===== config.mk =====
export PLATFORM = sky130hd
export DESIGN_NAME = interval_range_map
export DESIGN_NICKNAME = d
export VERILOG_FILES = /design/src/rtl/irm_pkg.sv /design/src/rtl/irm_cell.sv /design/src/rtl/interval_range_map.sv
export VERILOG_INCLUDE_DIRS = /design/src /design/src/rtl
export SDC_FILE = /design/constraint.sdc
export NUM_CORES = 2
export LEC_CHECK = 0
export BUFFER_PORTS_ARGS = -buffer_cell sky130_fd_sc_hd__buf_2
export CELL_PAD_IN_SITES_DETAIL_PLACEMENT = 0
export CELL_PAD_IN_SITES_GLOBAL_PLACEMENT = 1
export CORE_ASPECT_RATIO = 1.5
export CORE_MARGIN = 5
export CORE_UTILIZATION = 25
export DETAILED_ROUTE_END_ITERATION = 10
export PLACE_DENSITY_LB_ADDON = 0.25
export SYNTH_ARGS = -nofsm -noshare
export SYNTH_HDL_FRONTEND = slang
export SYNTH_SLANG_ARGS = --single-unit

===== constraint.sdc =====
create_clock -name clk -period 10.6 [get_ports clk]
set_input_delay 1.06 -clock clk [delete_from_list [all_inputs] [get_ports clk]]
set_output_delay 1.06 -clock clk [all_outputs]
set_load 0.05 [all_outputs]

===== src/rtl/interval_range_map_macros.svh =====
// Assertion macros for the interval range map.
`ifndef INTERVAL_RANGE_MAP_MACROS_SVH
`define INTERVAL_RANGE_MAP_MACROS_SVH

`ifndef SYNTHESIS
`define IRM_ASSERT_SAME(lbl, clk, rst_n, ante, cons) \
  lbl: assert property (@(posedge clk) disable iff (!rst_n) (ante) |-> (cons)) \
    else $error("interval_range_map: check failed");
`define IRM_ASSERT_NEXT(lbl, clk, rst_n, ante, cons) \
  lbl: assert property (@(posedge clk) disable iff (!rst_n) (ante) |=> (cons)) \
    else $error("interval_range_map: check failed");
`else
`define IRM_ASSERT_SAME(lbl, clk, rst_n, ante, cons)
`define IRM_ASSERT_NEXT(lbl, clk, rst_n, ante, cons)
`endif

`endif


===== src/rtl/irm_pkg.sv =====
package irm_pkg;

  localparam int TABLE_DEPTH = 16;
  localparam int KEY_BITS    = 32;
  localparam int VALUE_BITS  = 8;
  localparam int CNT_W       = $clog2(TABLE_DEPTH + 1);
  localparam int IDX_W       = $clog2(TABLE_DEPTH);

  localparam logic REQ_LOOKUP = 1'b0;
  localparam logic REQ_ASSIGN = 1'b1;

  typedef enum logic [1:0] {
    STAT_OK    = 2'd0,
    STAT_FULL  = 2'd1,
    STAT_EMPTY = 2'd2
  } irm_status_t;

  typedef enum logic [1:0] {
    S_IDLE,
    S_CMP,
    S_EVAL,
    S_MOVE
  } irm_state_t;

  typedef struct packed {
    logic                  req_type;
    logic [KEY_BITS-1:0]   key_low;
    logic [KEY_BITS-1:0]   key_high;
    logic [VALUE_BITS-1:0] new_value;
  } irm_req_t;

  typedef struct packed {
    logic [VALUE_BITS-1:0] read_value;
    logic [1:0]            status;
    logic [4:0]            entry_count;
  } irm_result_t;

  typedef struct packed {
    logic [KEY_BITS-1:0]   key;
    logic [VALUE_BITS-1:0] value;
  } irm_entry_t;

  typedef struct packed {
    logic lt_lo;
    logic le_lo;
    logic le_hi;
  } irm_flags_t;

  // What each cell reports when it holds the last entry of a compare run.
  typedef struct packed {
    logic [CNT_W-1:0]      lo_end;
    logic [CNT_W-1:0]      hi_end;
    logic [VALUE_BITS-1:0] hi_value;
    logic [VALUE_BITS-1:0] look_value;
  } irm_tap_t;

  typedef struct packed {
    logic                  init;
    logic [VALUE_BITS-1:0] init_value;
    logic [CNT_W-1:0]      count;
    logic [KEY_BITS-1:0]   key_low;
    logic [KEY_BITS-1:0]   key_high;
    logic                  shift_right;
    logic                  shift_left;
    logic [CNT_W-1:0]      bound;
    logic                  write;
    logic [CNT_W-1:0]      lo_pos;
    logic [CNT_W-1:0]      hi_pos;
    logic [VALUE_BITS-1:0] new_value;
    logic [VALUE_BITS-1:0] hi_value;
  } irm_ctl_t;

endpackage


===== src/rtl/irm_cell.sv =====
module irm_cell
  import irm_pkg::*;
(
  input  logic             clk,
  input  logic [IDX_W-1:0] idx,
  input  irm_ctl_t         ctl,
  input  irm_entry_t       left_entry,
  input  irm_entry_t       right_entry,
  input  irm_flags_t       right_flags,
  output irm_entry_t       entry,
  output irm_flags_t       flags,
  output irm_tap_t         tap
);

  logic [CNT_W-1:0] pos;
  logic             valid;
  logic             last_lt_lo;
  logic             last_le_lo;
  logic             last_le_hi;
  irm_entry_t       entry_r;
  irm_entry_t       entry_nxt;

  assign pos   = CNT_W'(idx);
  assign valid = pos < ctl.count;
  assign entry = entry_r;

  assign flags.lt_lo = valid && (entry_r.key < ctl.key_low);
  assign flags.le_lo = valid && (entry_r.key <= ctl.key_low);
  assign flags.le_hi = valid && (entry_r.key <= ctl.key_high);

  // The valid keys are sorted, so each flag is a run from cell zero.
  assign last_lt_lo = flags.lt_lo && !right_flags.lt_lo;
  assign last_le_lo = flags.le_lo && !right_flags.le_lo;
  assign last_le_hi = flags.le_hi && !right_flags.le_hi;

  assign tap.lo_end     = last_lt_lo ? pos + CNT_W'(1) : '0;
  assign tap.hi_end     = last_le_hi ? pos + CNT_W'(1) : '0;
  assign tap.hi_value   = last_le_hi ? entry_r.value : '0;
  assign tap.look_value = last_le_lo ? entry_r.value : '0;

  always_comb begin
    entry_nxt = entry_r;
    if (ctl.init) begin
      entry_nxt.key   = '0;
      entry_nxt.value = ctl.init_value;
    end else if (ctl.write && pos == ctl.lo_pos) begin
      entry_nxt.key   = ctl.key_low;
      entry_nxt.value = ctl.new_value;
    end else if (ctl.write && pos == ctl.hi_pos) begin
      entry_nxt.key   = ctl.key_high;
      entry_nxt.value = ctl.hi_value;
    end else if (ctl.shift_right && pos > ctl.bound) begin
      entry_nxt = left_entry;
    end else if (ctl.shift_left && pos >= ctl.bound) begin
      entry_nxt = right_entry;
    end
  end

  always_ff @(posedge clk) begin
    entry_r <= entry_nxt;
  end

endmodule


===== src/rtl/interval_range_map.sv =====
// Interval range map: a row of breakpoint cells that compare in parallel and shift by one
// place per cycle. Lookups, empty and rejected assigns pass S_CMP and S_EVAL to a registered
// result strobe. A completed assign also moves the entries above key_high |m - 2| places,
// m being the breakpoints in [key_low, key_high]; the next transaction is accepted in the
// cycle of the strobe. The receiver cannot stall. Synchronous reset (rst_n low) leaves one
// breakpoint (0, 0); a write of the default value reinitialises the table.
`include "interval_range_map_macros.svh"

module interval_range_map
  import irm_pkg::*;
(
  input  logic                  clk,
  input  logic                  rst_n,
  input  logic                  start,
  output logic                  busy,
  input  irm_req_t              in_req,
  output logic                  out_valid,
  output irm_result_t           out_result,
  input  logic                  cfg_valid,
  output logic                  cfg_ready,
  input  logic [VALUE_BITS-1:0] cfg_default_value
);

  irm_state_t            state_r, state_nxt;
  irm_req_t              req_r, req_nxt;
  logic [CNT_W-1:0]      count_r, count_nxt;
  logic [CNT_W-1:0]      n_lo_r, n_lo_nxt;
  logic [CNT_W-1:0]      n_le_hi_r, n_le_hi_nxt;
  logic [VALUE_BITS-1:0] hi_val_r, hi_val_nxt;
  logic [VALUE_BITS-1:0] look_val_r, look_val_nxt;
  logic [CNT_W-1:0]      target_r, target_nxt;
  logic [CNT_W-1:0]      total_r, total_nxt;
  logic [CNT_W-1:0]      cur_r, cur_nxt;
  logic                  out_valid_r, out_valid_nxt;
  irm_result_t           out_result_r, out_result_nxt;

  irm_ctl_t              ctl;
  irm_entry_t            entries [TABLE_DEPTH];
  irm_flags_t            flags   [TABLE_DEPTH];
  irm_tap_t              taps    [TABLE_DEPTH];
  irm_tap_t              tap_any;
  logic                  cfg_fire;
  logic [CNT_W:0]        total_w;

  assign busy       = (state_r != S_IDLE);
  assign cfg_ready  = (state_r == S_IDLE);
  assign cfg_fire   = cfg_valid && cfg_ready;
  assign out_valid  = out_valid_r;
  assign out_result = out_result_r;

  genvar g;
  generate
    for (g = 0; g < TABLE_DEPTH; g++) begin : g_cell
      irm_entry_t left_e;
      irm_entry_t right_e;
      irm_flags_t right_f;
      if (g == 0) begin : g_first
        assign left_e = '0;
      end else begin : g_inner_l
        assign left_e = entries[g-1];
      end
      if (g == TABLE_DEPTH - 1) begin : g_last
        assign right_e = '0;
        assign right_f = '0;
      end else begin : g_inner_r
        assign right_e = entries[g+1];
        assign right_f = flags[g+1];
      end
      irm_cell u_cell (
        .clk         (clk),
        .idx         (IDX_W'(g)),
        .ctl         (ctl),
        .left_entry  (left_e),
        .right_entry (right_e),
        .right_flags (right_f),
        .entry       (entries[g]),
        .flags       (flags[g]),
        .tap         (taps[g])
      );
    end
  endgenerate

  // At most one cell reports each field, so an OR gathers them.
  always_comb begin
    tap_any = '0;
    for (int i = 0; i < TABLE_DEPTH; i++) begin
      tap_any = tap_any | taps[i];
    end
  end

  assign total_w = {1'b0, n_lo_r} + (CNT_W + 1)'(2) + {1'b0, count_r} - {1'b0, n_le_hi_r};

  always_comb begin
    state_nxt      = state_r;
    req_nxt        = req_r;
    count_nxt      = count_r;
    n_lo_nxt       = n_lo_r;
    n_le_hi_nxt    = n_le_hi_r;
    hi_val_nxt     = hi_val_r;
    look_val_nxt   = look_val_r;
    target_nxt     = target_r;
    total_nxt      = total_r;
    cur_nxt        = cur_r;
    out_valid_nxt  = 1'b0;
    out_result_nxt = out_result_r;

    ctl             = '0;
    ctl.init        = !rst_n || cfg_fire;
    ctl.init_value  = rst_n ? cfg_default_value : '0;
    ctl.count       = count_r;
    ctl.key_low     = req_r.key_low;
    ctl.key_high    = req_r.key_high;
    ctl.lo_pos      = n_lo_r;
    ctl.hi_pos      = n_lo_r + CNT_W'(1);
    ctl.new_value   = req_r.new_value;
    ctl.hi_value    = hi_val_r;

    if (cfg_fire) begin
      count_nxt = CNT_W'(1);
    end

    case (state_r)
      S_IDLE: begin
        if (start) begin
          req_nxt   = in_req;
          state_nxt = S_CMP;
        end
      end
      S_CMP: begin
        n_lo_nxt     = tap_any.lo_end;
        n_le_hi_nxt  = tap_any.hi_end;
        hi_val_nxt   = tap_any.hi_value;
        look_val_nxt = tap_any.look_value;
        state_nxt    = S_EVAL;
      end
      S_EVAL: begin
        out_result_nxt.read_value  = '0;
        out_result_nxt.entry_count = 5'(count_r);
        target_nxt = n_lo_r + CNT_W'(2);
        total_nxt  = total_w[CNT_W-1:0];
        cur_nxt    = n_le_hi_r;
        if (req_r.req_type == REQ_LOOKUP) begin
          out_result_nxt.read_value = look_val_r;
          out_result_nxt.status     = STAT_OK;
          out_valid_nxt             = 1'b1;
          state_nxt                 = S_IDLE;
        end else if (req_r.key_low >= req_r.key_high) begin
          out_result_nxt.status = STAT_EMPTY;
          out_valid_nxt         = 1'b1;
          state_nxt             = S_IDLE;
        end else if (total_w > (CNT_W + 1)'(TABLE_DEPTH)) begin
          out_result_nxt.status = STAT_FULL;
          out_valid_nxt         = 1'b1;
          state_nxt             = S_IDLE;
        end else begin
          state_nxt = S_MOVE;
        end
      end
      S_MOVE: begin
        // Move the entries above key_high one place a cycle until they start
        // just after the two new breakpoints.
        if (cur_r < target_r) begin
          ctl.shift_right = 1'b1;
          ctl.bound       = cur_r;
          cur_nxt         = cur_r + CNT_W'(1);
        end else if (cur_r > target_r) begin
          ctl.shift_left = 1'b1;
          ctl.bound      = cur_r - CNT_W'(1);
          cur_nxt        = cur_r - CNT_W'(1);
        end else begin
          ctl.write                  = 1'b1;
          count_nxt                  = total_r;
          out_result_nxt.read_value  = '0;
          out_result_nxt.status      = STAT_OK;
          out_result_nxt.entry_count = 5'(total_r);
          out_valid_nxt              = 1'b1;
          state_nxt                  = S_IDLE;
        end
      end
      default: begin
        state_nxt = S_IDLE;
      end
    endcase
  end

  always_ff @(posedge clk) begin
    if (!rst_n) begin
      state_r     <= S_IDLE;
      count_r     <= CNT_W'(1);
      out_valid_r <= 1'b0;
    end else begin
      state_r     <= state_nxt;
      count_r     <= count_nxt;
      out_valid_r <= out_valid_nxt;
    end
  end

  always_ff @(posedge clk) begin
    req_r        <= req_nxt;
    n_lo_r       <= n_lo_nxt;
    n_le_hi_r    <= n_le_hi_nxt;
    hi_val_r     <= hi_val_nxt;
    look_val_r   <= look_val_nxt;
    target_r     <= target_nxt;
    total_r      <= total_nxt;
    cur_r        <= cur_nxt;
    out_result_r <= out_result_nxt;
  end

  `IRM_ASSERT_SAME(a_count_range, clk, rst_n, 1'b1, count_r >= 1 && count_r <= TABLE_DEPTH)
  `IRM_ASSERT_NEXT(a_accept_to_cmp, clk, rst_n, start && !busy, state_r == S_CMP)
  `IRM_ASSERT_SAME(a_strobe_idle, clk, rst_n, out_valid_r, state_r == S_IDLE)
  `IRM_ASSERT_SAME(a_move_target, clk, rst_n, state_r == S_MOVE, target_r <= TABLE_DEPTH && total_r <= TABLE_DEPTH)

endmodule


==> flow_summary.toml <==
[timing]
fmax_mhz = 150
slew_viol_final = 0
final.period_utilization = 0.631
fin_tns_setup_ps = 0
tightest_slew_ps = 1420
timing.hold.ws_ps = 434
finClkSkew_ps = 46.4
rsz0062_at_grt = "no"
finalSetupViolCount = 0
final_hold_viol_count = 0
finalCriticalPeriod_ps = 6690
slew_headroom = 0.0432

[clock_network]
clockBufferDepth = 3
clk_pin_slew_worst_paths_ps = 70
clk_latency_ps = 810
tritoncts = "built"
holdBufCountCts = 0
cts.sinks = 777
cts_buffers = 100
cts_root_buf = "clkbuf_16"
post-cts-setup-buffer-count = 0
cts_resized = 0
cts_max_level = 3

[synth]
yosysTopAreaCell = "ha_1"
syn_nets = 9169
syn_area_sq_um = 68000
yosys_register_bits = 777
synth_edf_count = 257
yosysUniqueCellTypes = 112
yosysWarnings = 0
async_flop_share = 0
syn_avg_cell_area_sq_um = 8.49
synthTopCellsByCount = "ha_1, a21oi_1, nand2_1"
syn_inst = 8004
yosysSeqAreaShare = 0.267
synth_most_common_cell = "ha_1"
synth_top_area_frac = 0.198
synthTopCellsByArea = "ha_1, dfxtp_1, edfxtp_1"
synth_ff_type = "dfxtp_1"

[floorplan]
dieArea_sq_um = 283000
start_util = 0.251
die_y_um = 649
dieWidth_um = 436
ioPinCount = 103
core_sq_um = 271000
row_count = 234

[drt]
drt_first_iter_violations = 7519
wl_per_cell_um = 40.4
drc_errors = 0
drt-total-wl_um = 465000
dr.pass1.iters = 7
viasPerCell = 6.45
ant_nets = 0
vias = 74300

[critical_path]
crit_type = "flip-flop to flip-flop"
start_kind = "flip-flop"
cp.arrival_ps = 7210
cp-end-kind = "flip-flop"
cp.required_ps = 11130
cp_max_fo = 17

[run_status]
status = "finished, final reports clean"

[power_and_ir_drop]
finalPower_uw = 8310
p_leak_uw = 0.0315
power_density_nw_per_um2 = 109
ir_drop_mv = 0.132

[grt]
antenna_found_initial = 43
globalRouteTotalUtil = 0.314
grt_pass1_wl_um = 621000
grt_max_degree = 115
gr-total-overflow = 0
grt_pass1_vias = 73000

[final_layout]
drive_gt1_frac = 0.0955
fin_cells = 11500
regArea_sq_um = 18100
final_nets = 9025
post-route-util = 0.282
n_fill_cell = 28800
area_delta_synth_final_pct = 12.6
multi_input_area_sq_um = 47300

[placed_design]
routabilityCongestion = 0.999
place_inst = 11300
numPortBuffers = 102
place_hpwl_um = 339000

[run]
drv_cap = 0

[min_path]
holdCritPathClass = "input pin to flip-flop"
## area by class of cell
class                      instances  share of cell area
timing repair buffer             371              0.0337
inverter                         202             0.00991
clock buffer                     147              0.0380
tap                             3540              0.0579
multi-input combinational       6408               0.618
antenna                           26            0.000851
clock inverter                    40             0.00471
sequential                       777               0.237
## cell usage in the layout, fill, tap and decap left out, types with 46 or more instances in the layout
cell	netlist	layout
ha_1	1075	1075
a21oi_1	775	770
nand2_1	667	658
dfxtp_1	520	520
o21ai_0	507	501
nor2_1	461	433
a22oi_1	314	314
buf_4	3	262
edfxtp_1	257	257
nand3_1	245	238
nand4_1	225	225
inv_1	201	200
a221oi_1	192	192
mux2i_1	192	192
a211oi_1	153	152
o221ai_1	122	122
nor3_1	124	115
o22ai_1	113	110
clkbuf_16	0	106
buf_2	51	103
a21o_1	102	100
o211ai_1	96	96
and3_1	83	79
o211a_1	68	68
o21a_1	53	52
a2111oi_0	49	46
## worst paths after layout
kind / startpoint / cells past startpoint / to / slack, ps
worst min-delay path: in_req[26] / 1 / ctl[52] / 430
worst max register to register: ctl[79] / 11 / look_val_r[2] / 3910
worst min register to register: count_r[4] / 2 / count_r[4] / 500
worst max-delay path: ctl[79] / 11 / look_val_r[2] / 3910
## routing by layer
layer,vias to the layer above,part of all wire,GRT usage
met1,36700,0.33,0.311
met4,6,0.13,0.341
met5,-,0.00010,0
met2,4533,0.47,0.532
met3,1788,0.069,0.0579
li1,31200,-,-
## critical path, stage by stage, from the launching register on
cell and delay (ps):
edfxtp_1 830, inv_1 670, ha_1 530, nand4_1 470, nor4_2 1050, and4b_1 310
a31oi_1 50, a31oi_1 800, nor2_1 560, a2111oi_0 730, o2111a_1 290, nand4_1 100
## metrics by stage
stage	cell area, sq um	worst slack (ps)
3_3_place_gp	73100	3660
3_5_place_dp	73100	4230
6_report	76500	3910
2_1_floorplan	68000	6800
5_1_grt	76400	3970
4_1_cts	76400	4200
## power by group
part / internal [uW] / switching (uW)
combinational: 328 / 858
clock: 1980 / 1680
sequential: 3200 / 252
total: 5510 / 2790
## sequential cells by signal (all words and copies together) (netlist names)
name and count:
state_r 2, out_result 15, total_r 5, look_val_r 8, hi_val_r 8, n_le_hi_r 5, req_r 1, g_cell.u_cell.entry 640
cur_r 5, out_valid 1, count_r 5, n_lo_r 5, ctl 72, target_r 5
## kinds of logic (layout without fill, tap and decap cells)
family / Yosys count / count (layout) / share of synthesized area
other: 0 / 26 / 0
buffers and inverters: 819 / 760 / 0.0470
multiplexers: 206 / 206 / 0.0306
adder cells (fa/ha/maj): 1080 / 1080 / 0.199
flip-flops: 777 / 777 / 0.267
XOR/XNOR: 13 / 13 / 0.00168
AND/OR/NAND/NOR: 2089 / 2089 / 0.147
AO/OA/AOI/OAI: 3020 / 3020 / 0.307
No activity file was read; power rests on OpenSTA's default activity.
